`config.mk`:
```
export PLATFORM = sky130hd
export DESIGN_NAME = modfm_ctrl
export DESIGN_NICKNAME = d
export VERILOG_FILES = /design/src/rtl/modfm_oscillator_top_defines.svh /design/src/rtl/modfm_pkg.sv /design/src/rtl/modfm_ctrl.sv
export SDC_FILE = /design/constraint.sdc
export NUM_CORES = 1
export LEC_CHECK = 0
export BUFFER_PORTS_ARGS = -buffer_cell sky130_fd_sc_hd__clkbuf_2
export CAP_MARGIN = 20
export CORE_ASPECT_RATIO = 0.75
export CORE_MARGIN = 1
export CORE_UTILIZATION = 50
export DETAILED_ROUTE_END_ITERATION = 12
export GPL_ROUTABILITY_DRIVEN = 1
export PLACE_DENSITY = 0.7
export SYNTH_ARGS = -nofsm -noshare
export SYNTH_HDL_FRONTEND = slang
export SYNTH_SLANG_ARGS = --single-unit
```
`constraint.sdc`:
```
create_clock -name clk -period 4.65 [get_ports clk]
set_input_delay 0 -clock clk [delete_from_list [all_inputs] [get_ports clk]]
set_output_delay 0 -clock clk [all_outputs]
set_load 0.03 [all_outputs]
```
`src/rtl/modfm_oscillator_top_defines.svh`:
```
// Assertion macros for the modified-FM oscillator.
// Included by modfm_oscillator_top.sv; SYNTH strips the checks.
`ifndef MODFM_OSCILLATOR_TOP_DEFINES_SVH
`define MODFM_OSCILLATOR_TOP_DEFINES_SVH
`ifndef SYNTH
// Same-cycle implication
`define MODFM_ASSERT_IMPL(lbl, clk, rst_n, ante, cons) \
	lbl: assert property (@(posedge clk) disable iff (!rst_n) (ante) |-> (cons)) \
		else $error("modfm: same-cycle check failed");
// Next-cycle implication
`define MODFM_ASSERT_NEXT(lbl, clk, rst_n, ante, cons) \
	lbl: assert property (@(posedge clk) disable iff (!rst_n) (ante) |=> (cons)) \
		else $error("modfm: next-cycle check failed");
`else
`define MODFM_ASSERT_IMPL(lbl, clk, rst_n, ante, cons)
`define MODFM_ASSERT_NEXT(lbl, clk, rst_n, ante, cons)
`endif
`endif

```
`src/rtl/modfm_pkg.sv`:
```
// Shared constants, command types and ROM contents for the modified-FM oscillator.
// No dependencies; used by controller, datapath and top level.
`timescale 1ns / 1ps

package modfm_pkg;

	localparam int CTR_BITS   = 48;
	localparam int SIN_BITS   = 10;
	localparam int EXP_BITS   = 10;
	localparam int RATE_BITS  = 18;
	localparam int FREQ_BITS  = 19;
	localparam int D_BITS     = RATE_BITS + 20;
	localparam int FC_BITS    = FREQ_BITS + 16;
	localparam int X1_BITS    = FC_BITS + 8;
	localparam int X2_BITS    = FC_BITS + 16;
	localparam int CNT_BITS   = 6;

	localparam logic [RATE_BITS-1:0] RATE_RESET = RATE_BITS'(48000);
	localparam logic [SIN_BITS-1:0]  QUARTER    = SIN_BITS'(2 ** (SIN_BITS - 2));

	localparam logic [31:0] TWO_PI_Q29     = 32'hC90FDAA2;
	localparam logic [31:0] INV_TWO_PI_Q32 = 32'h28BE60DC;
	localparam logic [31:0] LOG2E_Q30      = 32'h5C551D95;
	localparam logic [31:0] LN2_Q30        = 32'h2C5C85FE;
	localparam longint unsigned ONE_Q30    = 64'd1 << 30;

	// Last bit index of each serial pass
	localparam logic [CNT_BITS-1:0] LAST_CTR  = CNT_BITS'(CTR_BITS - 1);
	localparam logic [CNT_BITS-1:0] LAST_X1   = CNT_BITS'(X1_BITS - 1);
	localparam logic [CNT_BITS-1:0] LAST_X2   = CNT_BITS'(X2_BITS - 1);
	localparam logic [CNT_BITS-1:0] LAST_D    = CNT_BITS'(D_BITS - 1);
	localparam logic [CNT_BITS-1:0] LAST_FRAC = CNT_BITS'(31);

	typedef enum logic [4:0] {
		OP_IDLE, OP_LOAD, OP_MODN, OP_NMSET, OP_MODX1, OP_MODX2, OP_ASET,
		OP_MUL, OP_FRAC, OP_TCSET, OP_M1, OP_M2, OP_M3, OP_M4, OP_M5,
		OP_M6, OP_M7, OP_M8, OP_M9, OP_M10, OP_OUT
	} op_t;

	typedef struct packed {
		op_t                 op;
		logic [CNT_BITS-1:0] bit_idx;
	} cmd_t;

	typedef logic signed [31:0] sin_rom_t [2 ** SIN_BITS];
	typedef logic [31:0]        exp_rom_t [2 ** EXP_BITS];

	// Full-wave sine in Q2.30 from a quarter-wave Taylor series
	function automatic sin_rom_t build_sin_rom();
		sin_rom_t rom;
		longint unsigned quarter, q, w, m, x, x2, t;
		int i;
		quarter = 64'd1 << (SIN_BITS - 2);
		for (i = 0; i < 2 ** SIN_BITS; i++) begin
			q  = longint'(i) >> (SIN_BITS - 2);
			w  = longint'(i) & (quarter - 64'd1);
			m  = ((q & 64'd1) != 64'd0) ? quarter - w : w;
			x  = (m * longint'(TWO_PI_Q29)) >> (SIN_BITS - 1);
			x2 = (x * x) >> 30;
			t  = ONE_Q30;
			t  = ONE_Q30 - ((x2 * t) >> 30) / 64'd110;
			t  = ONE_Q30 - ((x2 * t) >> 30) / 64'd72;
			t  = ONE_Q30 - ((x2 * t) >> 30) / 64'd42;
			t  = ONE_Q30 - ((x2 * t) >> 30) / 64'd20;
			t  = ONE_Q30 - ((x2 * t) >> 30) / 64'd6;
			t  = (x * t) >> 30;
			rom[i] = ((q & 64'd2) != 64'd0) ? 32'(64'd0 - t) : 32'(t);
		end
		return rom;
	endfunction

	// 2^frac in Q30 by a degree-12 series of exp(frac*ln2)
	function automatic exp_rom_t build_exp_rom();
		exp_rom_t rom;
		longint unsigned u, t;
		int i;
		for (i = 0; i < 2 ** EXP_BITS; i++) begin
			u = (longint'(i) * longint'(LN2_Q30)) >> EXP_BITS;
			t = ONE_Q30;
			t = ONE_Q30 + ((u * t) >> 30) / 64'd12;
			t = ONE_Q30 + ((u * t) >> 30) / 64'd11;
			t = ONE_Q30 + ((u * t) >> 30) / 64'd10;
			t = ONE_Q30 + ((u * t) >> 30) / 64'd9;
			t = ONE_Q30 + ((u * t) >> 30) / 64'd8;
			t = ONE_Q30 + ((u * t) >> 30) / 64'd7;
			t = ONE_Q30 + ((u * t) >> 30) / 64'd6;
			t = ONE_Q30 + ((u * t) >> 30) / 64'd5;
			t = ONE_Q30 + ((u * t) >> 30) / 64'd4;
			t = ONE_Q30 + ((u * t) >> 30) / 64'd3;
			t = ONE_Q30 + ((u * t) >> 30) / 64'd2;
			t = ONE_Q30 + ((u * t) >> 30);
			rom[i] = 32'(t);
		end
		return rom;
	endfunction

	localparam sin_rom_t SIN_ROM = build_sin_rom();
	localparam exp_rom_t EXP_ROM = build_exp_rom();

endpackage

```
`src/rtl/modfm_ctrl.sv`:
```
// Sequencer for the modified-FM oscillator: one-hot state machine issuing
// datapath commands and running the word handshakes. Uses modfm_pkg.
`timescale 1ns / 1ps

module modfm_ctrl (
	input  logic              clk,
	input  logic              arst_n,
	input  logic              in_valid,
	output logic              in_stall,
	output logic              out_valid,
	input  logic              out_stall,
	output modfm_pkg::cmd_t   cmd
);

	typedef enum logic [22:0] {
		ST_IDLE  = 23'h000001,
		ST_MODN  = 23'h000002,
		ST_NMSET = 23'h000004,
		ST_MODA1 = 23'h000008,
		ST_ASET1 = 23'h000010,
		ST_MUL1  = 23'h000020,
		ST_FRAC1 = 23'h000040,
		ST_TCSET = 23'h000080,
		ST_MODA2 = 23'h000100,
		ST_ASET2 = 23'h000200,
		ST_MUL2  = 23'h000400,
		ST_FRAC2 = 23'h000800,
		ST_M1    = 23'h001000,
		ST_M2    = 23'h002000,
		ST_M3    = 23'h004000,
		ST_M4    = 23'h008000,
		ST_M5    = 23'h010000,
		ST_M6    = 23'h020000,
		ST_M7    = 23'h040000,
		ST_M8    = 23'h080000,
		ST_M9    = 23'h100000,
		ST_M10   = 23'h200000,
		ST_DONE  = 23'h400000
	} state_t;

	state_t                        state_q, state_d;
	logic [modfm_pkg::CNT_BITS-1:0] cnt_q, cnt_d;
	logic                          out_valid_q;
	logic                          last_bit;

	assign last_bit  = (cnt_q == '0);
	assign in_stall  = (state_q != ST_IDLE);
	assign out_valid = out_valid_q;

	// Next state, bit counter and command
	always_comb begin
		state_d     = state_q;
		cnt_d       = cnt_q;
		cmd.op      = modfm_pkg::OP_IDLE;
		cmd.bit_idx = cnt_q;
		case (state_q)
			ST_IDLE: begin
				if (in_valid) begin
					cmd.op  = modfm_pkg::OP_LOAD;
					cnt_d   = modfm_pkg::LAST_CTR;
					state_d = ST_MODN;
				end
			end
			ST_MODN: begin
				cmd.op = modfm_pkg::OP_MODN;
				cnt_d  = cnt_q - 1'b1;
				if (last_bit) state_d = ST_NMSET;
			end
			ST_NMSET: begin
				cmd.op  = modfm_pkg::OP_NMSET;
				cnt_d   = modfm_pkg::LAST_X1;
				state_d = ST_MODA1;
			end
			ST_MODA1: begin
				cmd.op = modfm_pkg::OP_MODX1;
				cnt_d  = cnt_q - 1'b1;
				if (last_bit) state_d = ST_ASET1;
			end
			ST_ASET1: begin
				cmd.op  = modfm_pkg::OP_ASET;
				cnt_d   = modfm_pkg::LAST_D;
				state_d = ST_MUL1;
			end
			ST_MUL1: begin
				cmd.op = modfm_pkg::OP_MUL;
				cnt_d  = cnt_q - 1'b1;
				if (last_bit) begin
					cnt_d   = modfm_pkg::LAST_FRAC;
					state_d = ST_FRAC1;
				end
			end
			ST_FRAC1: begin
				cmd.op = modfm_pkg::OP_FRAC;
				cnt_d  = cnt_q - 1'b1;
				if (last_bit) state_d = ST_TCSET;
			end
			ST_TCSET: begin
				cmd.op  = modfm_pkg::OP_TCSET;
				cnt_d   = modfm_pkg::LAST_X2;
				state_d = ST_MODA2;
			end
			ST_MODA2: begin
				cmd.op = modfm_pkg::OP_MODX2;
				cnt_d  = cnt_q - 1'b1;
				if (last_bit) state_d = ST_ASET2;
			end
			ST_ASET2: begin
				cmd.op  = modfm_pkg::OP_ASET;
				cnt_d   = modfm_pkg::LAST_D;
				state_d = ST_MUL2;
			end
			ST_MUL2: begin
				cmd.op = modfm_pkg::OP_MUL;
				cnt_d  = cnt_q - 1'b1;
				if (last_bit) begin
					cnt_d   = modfm_pkg::LAST_FRAC;
					state_d = ST_FRAC2;
				end
			end
			ST_FRAC2: begin
				cmd.op = modfm_pkg::OP_FRAC;
				cnt_d  = cnt_q - 1'b1;
				if (last_bit) state_d = ST_M1;
			end
			ST_M1: begin
				cmd.op  = modfm_pkg::OP_M1;
				state_d = ST_M2;
			end
			ST_M2: begin
				cmd.op  = modfm_pkg::OP_M2;
				state_d = ST_M3;
			end
			ST_M3: begin
				cmd.op  = modfm_pkg::OP_M3;
				state_d = ST_M4;
			end
			ST_M4: begin
				cmd.op  = modfm_pkg::OP_M4;
				state_d = ST_M5;
			end
			ST_M5: begin
				cmd.op  = modfm_pkg::OP_M5;
				state_d = ST_M6;
			end
			ST_M6: begin
				cmd.op  = modfm_pkg::OP_M6;
				state_d = ST_M7;
			end
			ST_M7: begin
				cmd.op  = modfm_pkg::OP_M7;
				state_d = ST_M8;
			end
			ST_M8: begin
				cmd.op  = modfm_pkg::OP_M8;
				state_d = ST_M9;
			end
			ST_M9: begin
				cmd.op  = modfm_pkg::OP_M9;
				state_d = ST_M10;
			end
			ST_M10: begin
				cmd.op  = modfm_pkg::OP_M10;
				state_d = ST_DONE;
			end
			ST_DONE: begin
				// Hand off once the output register is free or being drained
				if (!out_valid_q || !out_stall) begin
					cmd.op  = modfm_pkg::OP_OUT;
					state_d = ST_IDLE;
				end
			end
			default: begin
				state_d = ST_IDLE;
			end
		endcase
	end

	// Hold state, counter and output flag
	always_ff @(posedge clk or negedge arst_n) begin
		if (!arst_n) begin
			state_q     <= ST_IDLE;
			cnt_q       <= '0;
			out_valid_q <= 1'b0;
		end else begin
			state_q <= state_d;
			cnt_q   <= cnt_d;
			if (cmd.op == modfm_pkg::OP_OUT) begin
				out_valid_q <= 1'b1;
			end else if (!out_stall) begin
				out_valid_q <= 1'b0;
			end
		end
	end

endmodule

```
# ---- Word level (Yosys, flattened, before mapping)
# Cells that the tools add are included.
dict set report classes {
  mux 18
  add_sub_neg 1
  eq_ne 35
  reduce_logical 11
}
# operator n
set op_table {}
lappend op_table {{$pmux W23 S23} 1}
lappend op_table {{$mux W23} 9}
lappend op_table {{$pmux W5 S20} 1}
lappend op_table {{$pmux W6 S6} 1}
lappend op_table {{$eq A23 B1 Y1 const B} 1}
lappend op_table {{$eq A23 B10 Y1 const B} 1}
lappend op_table {{$eq A23 B11 Y1 const B} 1}
lappend op_table {{$eq A23 B12 Y1 const B} 1}
lappend op_table {{$eq A23 B13 Y1 const B} 1}
lappend op_table {{$eq A23 B14 Y1 const B} 1}
lappend op_table {{$eq A23 B15 Y1 const B} 1}
lappend op_table {{$eq A23 B16 Y1 const B} 1}
lappend op_table {{$eq A23 B17 Y1 const B} 1}
lappend op_table {{$eq A23 B18 Y1 const B} 1}
lappend op_table {{$eq A23 B19 Y1 const B} 1}
lappend op_table {{$eq A23 B2 Y1 const B} 1}
lappend op_table {{$eq A23 B20 Y1 const B} 1}
lappend op_table {{$eq A23 B21 Y1 const B} 1}
lappend op_table {{$eq A23 B22 Y1 const B} 1}
lappend op_table {{$eq A23 B23 Y1 const B} 1}
lappend op_table {{$eq A23 B3 Y1 const B} 1}
lappend op_table {{$eq A23 B4 Y1 const B} 1}
lappend op_table {{$eq A23 B5 Y1 const B} 1}
lappend op_table {{$eq A23 B6 Y1 const B} 1}
lappend op_table {{other kinds (19)} 33}
dict set report totals {
  input_bits 4
  reg_bits 30
}

# ---- Longest topological paths before layout
# Gate-level depths: netlist of the first run.
dict set report depth {
  depth_word 6
  depth_mapped 9
}

# ---- Worst setup path before layout of the first run
# No wires, ideal clock.
dict set report synth_path {
  kind {register to register}
  start {register state_q[13]}
  end {register state_q[6]}
  synth_period_minus_slack_ns 2.366
  path_stages_with_launch 7
  t_arrival_ns 2.240
  slack_ns 2.284
  cell_sequence {dfrtp_1 nor4_4 nand3_2 or4_1 or2_4 o211a_2 mux2_4}
}
dict set report synth_via {
  elab_chain_len 3
  word_cells_on_any_way 34
  cone_classes {eq/ne (32); mux (1); reduce/logical (1)}
}
# item line
set synth_lines {}
lappend synth_lines {{start: declaration} modfm_ctrl.sv:41} ;# state_t state_q, state_d;
lappend synth_lines {{start signal: assignment} modfm_ctrl.sv:185} ;# state_q <= state_d;
lappend synth_lines {{$eq A23 B23 Y1, or another cell as far along} modfm_ctrl.sv:56} ;# case (state_q)
lappend synth_lines {{$ne A2 B2 Y1 (no source line)} --}
lappend synth_lines {{$reduce_and A9 Y1 (no source line)} --}
# Several ways; a longest one is shown, not always the timed one.
# A chain may end at the register's enable or synchronous reset.

==> results of run 1 <==
area by class of cell:
class	instances	area, um^2	share of cell area [%]
clock buffer	8	80.1	3.72
multi-input combinational	168	1130	52.4
timing repair buffer	18	100	4.65
inverter	7	26.3	1.22
tap	52	65.1	3.03
sequential	30	752	35.0
kinds of logic after synthesis:
| group | count (synthesis) | synth area share [%] |
|---|---|---|
| AND/OR/NAND/NOR | 125 | 39.6 |
| XOR/XNOR | 9 | 4.10 |
| AO/OA/AOI/OAI | 30 | 12.2 |
| flip-flops | 30 | 39.1 |
| buffers and inverters | 11 | 2.34 |
| multiplexers | 3 | 2.08 |
| adder cells (fa/ha/maj) | 1 | 0.650 |
state kept, by name, indices dropped and copies added (netlist names):
register   count
state_q       23
out_valid      1
cnt_q          6
power groups by stage:
stage	Clock (mW)	Sequential, mW	Combinational, mW
after CTS	0.206	0.326	0.405
after detailed placement	0	0.330	0.401
after floorplan	0	0.343	0.285
after global placement	0	0.331	0.401
after global routing	0.219	0.332	0.447
final	0.204	0.327	0.407
layer usage:
layer / up-vias / routed length (um) / share of wire [%]
li1: 820 / - / -
met1: 782 / 2340 / 49
met2: 66 / 1930 / 41
met3: 12 / 373 / 7.9
met4: 0 / 91 / 1.9
met5: - / 0 / 0
synth_stat cells, types with 3 or more instances:
| cell | count | area [um^2] |
|---|---|---|
| a21o_1 | 5 | 37.5 |
| a21oi_1 | 3 | 15.0 |
| and2_1 | 4 | 25.0 |
| buf_2 | 3 | 15.0 |
| dfrtp_1 | 29 | 726 |
| inv_1 | 7 | 26.3 |
| nand2_1 | 21 | 78.8 |
| nand3_1 | 4 | 20.0 |
| nand4_1 | 6 | 37.5 |
| nor2_1 | 17 | 63.8 |
| nor2b_1 | 4 | 25.0 |
| nor3_1 | 13 | 65.1 |
| nor3b_1 | 11 | 82.6 |
| nor4_1 | 7 | 43.8 |
| nor4_2 | 4 | 50.1 |
| nor4b_1 | 3 | 26.3 |
| o21ai_0 | 4 | 20.0 |
| or2_2 | 3 | 18.8 |
| or3_1 | 6 | 37.5 |
| or4_1 | 4 | 30.0 |
| xnor2_1 | 3 | 26.3 |
| xor2_1 | 6 | 52.6 |
worst min path at each step:
stage | from | endpoint | slack, ps
floorplan | arst_n | cnt_q[0]$_DFFE_PN0P_ | -300
global placement | arst_n | state_q[13]$_DFFE_PN0P_ | 110
detailed placement | arst_n | state_q[13]$_DFFE_PN0P_ | 110
CTS | in_valid | state_q[4]$_DFFE_PN0P_ | 190
global route | in_valid | state_q[4]$_DFFE_PN0P_ | 240
finish | in_valid | state_q[4]$_DFFE_PN0P_ | 200
metrics by stage:
stage	setup slack, ps	cells	util [%]	hold slack [ps]	cell area [um^2]
finish	1800	283	58.7	199	2150
global route	1400	283	58.7	235	2150
CTS	1820	283	58.7	195	2150
detailed placement	1900	273	56.0	107	2050
global placement	1910	273	56.0	107	2050
floorplan	2280	209	-	-296	1920
critical path, delay by kind of cell, from the launching register on:
kind	cells	cell delay, ps
buffers and inverters	1	210
AND/OR/NAND/NOR	7	1900
flip-flops	1	460
==> reports/metrics.yaml, run 1 <==
status: "finished, final reports clean"
relSlewSlack_pct: 49.0
synth_cell_type_count: 55
grt_first_pass_wirelength_um: 7990
vias: 1680
diodes: 0
grt_pass1_vias: 1591
r2r-end: "state_q[6]$_DFFE_PN0P_"
fillers: 332
crit_start: "state_q[8]$_DFFE_PN0P_"
cp_common_cell: "nand2_1"
drv_cap: 0
cts_resized: 0
drv_slew: 0
yosys_warnings: 0
fin_crit_sh_pct: 61.4
wl_um: 4730
clk_pin_slew_ps: 60
swShare_pct: 42.9
areaGrowthSynthToFinish_pct: 11.8
rows: 19
finalWorstPathRequiredPeriod_ps: 2850
grt_most_used_layer: "met1"
cp-start-kind: "register"
die_x_um: 73.6
cts_root_buffer: "clkbuf_8"
seq_area_frac_synth_pct: 39.1
ys.flop_type: "dfrtp_1"
antenna_left: 0
final.setup_skew_ps: 8.85
critPathCapture: "cmd[6]"
cp.required_ps: 4650
critPathSlowestCell: "nor4_1"
end_kind: "output port"
use_met3_pct: 6.52
pin_count: 17
hp-class: "in -> reg"
antenna_found_initial: 0
worstPathArrival_ps: 2850
dr.pass1.iters: 4
cts.sinks: 30
rsz0062_at_grt: "false"
grt_max_degree: 31
start_util_pct: 52.6
worst_pin_slew_ps: 765
p_per_area_nw_per_um2: 436
wl_per_cell_um: 16.7
clk_path_buf_depth: 2
die_h_um: 55.7
cts_hold_buffers: 2
dieArea_um2: 4100
grt_use_met2_pct: 33.0
path_cells: "nor4_2, nand2_1, nor4_1, nand2_1, nor3b_1, nor3_1, nand4_1, clkbuf_2"
p_int_mw: 0.535
power_mw: 0.937
hold_violations: 0
vdd_drop_max_mv: 0.361
ff2ff_setup_slack_ps: 1810
route.detailed.drc: 0
fmax_mhz: 350
rr_startpoint: "state_q[20]$_DFFE_PN0P_"
postSynthCellCount: 209
ys_seq_elements: 30
syn-num-nets: 214
final_common_cell: "dfrtp_1"
drtIter0Drc: 232
clock_latency_ps: 290
async_flop_share_pct: 100
final_cell_mix: "dfrtp_1 (29), nand2_1 (21), nor2_1 (17), clkbuf_2 (16), nor3_1 (13)"
syn_area_um2: 1920
grt-ovfl-total: 0
reg2reg_depth: 7
p_comb_share_pct: 43.4
finalSetupTns_ps: 0
numCtsBuffers: 5
vias_per_cell: 5.94
avgSynthCellArea_um2: 9.21
leakage_nw: 1.09
htreeDepth: 2
layout-drive-gt1-share_pct: 18.2
setup_viol: 0
io_buffers: 16
met1_usage_pct: 41.7
grt.total_usage_pct: 26.2
cp_max_fo: 9
pwr-share-seq_pct: 34.9
cpPeakStageDelay_ps: 480
core_area_um2: 3660
finish.net_count: 235
synth-edff-count: 0
p_clk_share_pct: 21.7
dp.final_hpwl_um: 3540
switchingPower_mw: 0.402
criticalPathCategory: "reg -> out"
place.gp.congestion: 0.945
cts_tree: "built"
cts_setup_buffers: 0
whs_path_depth: 3
Note: power is estimated with default switching activity, not from simulation.
==> run 2: changes to the inputs <==
clock period = 2.8 ns   (was 4.65 ns; I/O delays follow)
==> run 2 against run 1 <==
Clock power up 80%. Count of clock-buffer cells in the layout decreased by 1. Highest routed layer unchanged. Largest power group unchanged. Worst setup slack worse by 1700 ps. Critical path type is now reg -> reg. Combinational power is 81% higher. Final area increased by 6.6%. Total power grew 76%. Sequential share of layout area down 2.2 points. Critical endpoint is now state_q[6]$_DFFE_PN0P_.
==> reports/metrics.yaml, run 2 (synthesis results as in run 1) <==
top_register: "state_q"
rsz0062_at_grt: "true"
core_area_um2: 3660
status: "finished, final reports clean"
utilization_pct: 62.6
htreeDepth: 2
finish.net_count: 246
grt_pass1_vias: 1493
antenna_found_initial: 0
cp-start-kind: "register"
hold_violations: 0
antenna_left: 0
drv_cap: 0
dr.pass1.iters: 4
grt.total_usage_pct: 25.5
areaGrowthSynthToFinish_pct: 19.2
clk_path_buf_depth: 2
rows: 19
cts.sinks: 30
place.gp.congestion: 0.902
pin_count: 17
dp.final_hpwl_um: 3560
drv_slew: 0
worstPathArrival_ps: 2870
diodes: 0
clock_latency_ps: 290
grt-ovfl-total: 0
setup_viol: 0
final_area_um2: 2290
clk_pin_slew_ps: 70
drtIter0Drc: 166
grt_first_pass_wirelength_um: 7750
worst_pin_slew_ps: 774
timing.hold.ws_ps: 222
final.setup_skew_ps: 9.45
relSlewSlack_pct: 48.4
final_common_cell: "dfrtp_1"
layout-drive-gt1-share_pct: 24.0
dieArea_um2: 4100
cp_max_fo: 6
power_mw: 1.65
finalWorstPathRequiredPeriod_ps: 2700
grt_max_degree: 31
start_util_pct: 52.6
p_per_area_nw_per_um2: 719
wl_per_cell_um: 16.6
numCtsBuffers: 5
end_kind: "register"
fin_crit_sh_pct: 96.5
cts_tree: "built"
vias_per_cell: 5.98
cts_root_buffer: "clkbuf_8"
vdd_drop_max_mv: 0.562
hp-class: "in -> reg"
postPlaceCellArea_um2: 2120
wl_um: 4890
fmax_mhz: 370
route.detailed.drc: 0
cp.required_ps: 2970
io_buffers: 16
criticalPathCategory: "reg -> reg"
die_h_um: 55.7
die_x_um: 73.6
leakage_nw: 1.17
final_cell_mix: "dfrtp_1 (29), nand2_1 (20), nor2_1 (17), clkbuf_2 (16), nor3_1 (13)"
largest_register_ff_count: 23
vias: 1758
==> run 2: metal layers <==
layer	track usage (%)	wire length [um]
met5	0	0
met4	9.62	76
met3	5.80	347
met2	30.1	1900
met1	42.9	2560
==> run 2: report_power, final <==
| part | internal [mW] | switching [mW] |
|---|---|---|
| registers | 0.482 | 0.0622 |
| clock network | 0.198 | 0.170 |
| logic | 0.270 | 0.467 |
| total | 0.950 | 0.699 |
==> run 2: worst paths after layout <==
path / cells past startpoint / slack, ps / end / start
max in group asynchronous: 2 / 1980 / out_valid$_DFFE_PN0P_ / arst_n
min in group asynchronous: 2 / 320 / state_q[19]$_DFFE_PN0P_ / arst_n
worst min-delay path: 3 / 220 / state_q[4]$_DFFE_PN0P_ / in_valid
worst max-delay path: 8 / 100 / state_q[6]$_DFFE_PN0P_ / state_q[18]$_DFFE_PN0P_
worst min register to register: 2 / 530 / out_valid$_DFFE_PN0P_ / out_valid$_DFFE_PN0P_
worst max register to register: 8 / 100 / state_q[6]$_DFFE_PN0P_ / state_q[18]$_DFFE_PN0P_
==> run 2: cell type report <==
class / instances / area, um^2
sequential: 30 / 752
clock inverter: 1 / 5.00
inverter: 7 / 26.3
multi-input combinational: 168 / 1180
timing repair buffer: 29 / 183
tap: 52 / 65.1
fill: 319 / 1370
clock buffer: 7 / 86.3
==> run 2: metrics by stage <==
stage	TNS, ps	setup WS (ps)	std cells
finish	0	97.4	294
global route	-39.4	-35.9	294
CTS	0	26.1	292
detailed placement	0	86.7	282
global placement	0	30.8	282
floorplan	0	434	209
==> run 2: what timing repair did <==
| item | in CTS | in global routing |
|---|---|---|
| hold buffers | 2 | 0 |
| resized for setup | 2 | 5 |
| pin swaps | 0 | 1 |
| setup endpoints to repair | 1 | 14 |
| buffers inserted | 0 | 2 |
| endpoints found under the hold margin | 30 | 0 |
==> run 2: worst max-delay path, cell delays in order, from the launching register on <==
cell      delay (ps)
dfrtp_1          490
nor4_4            70
buf_4            170
nand4_1          190
nor3_1           120
or4_1            660
o21bai_2         230
o211a_2          330
mux2_4           320
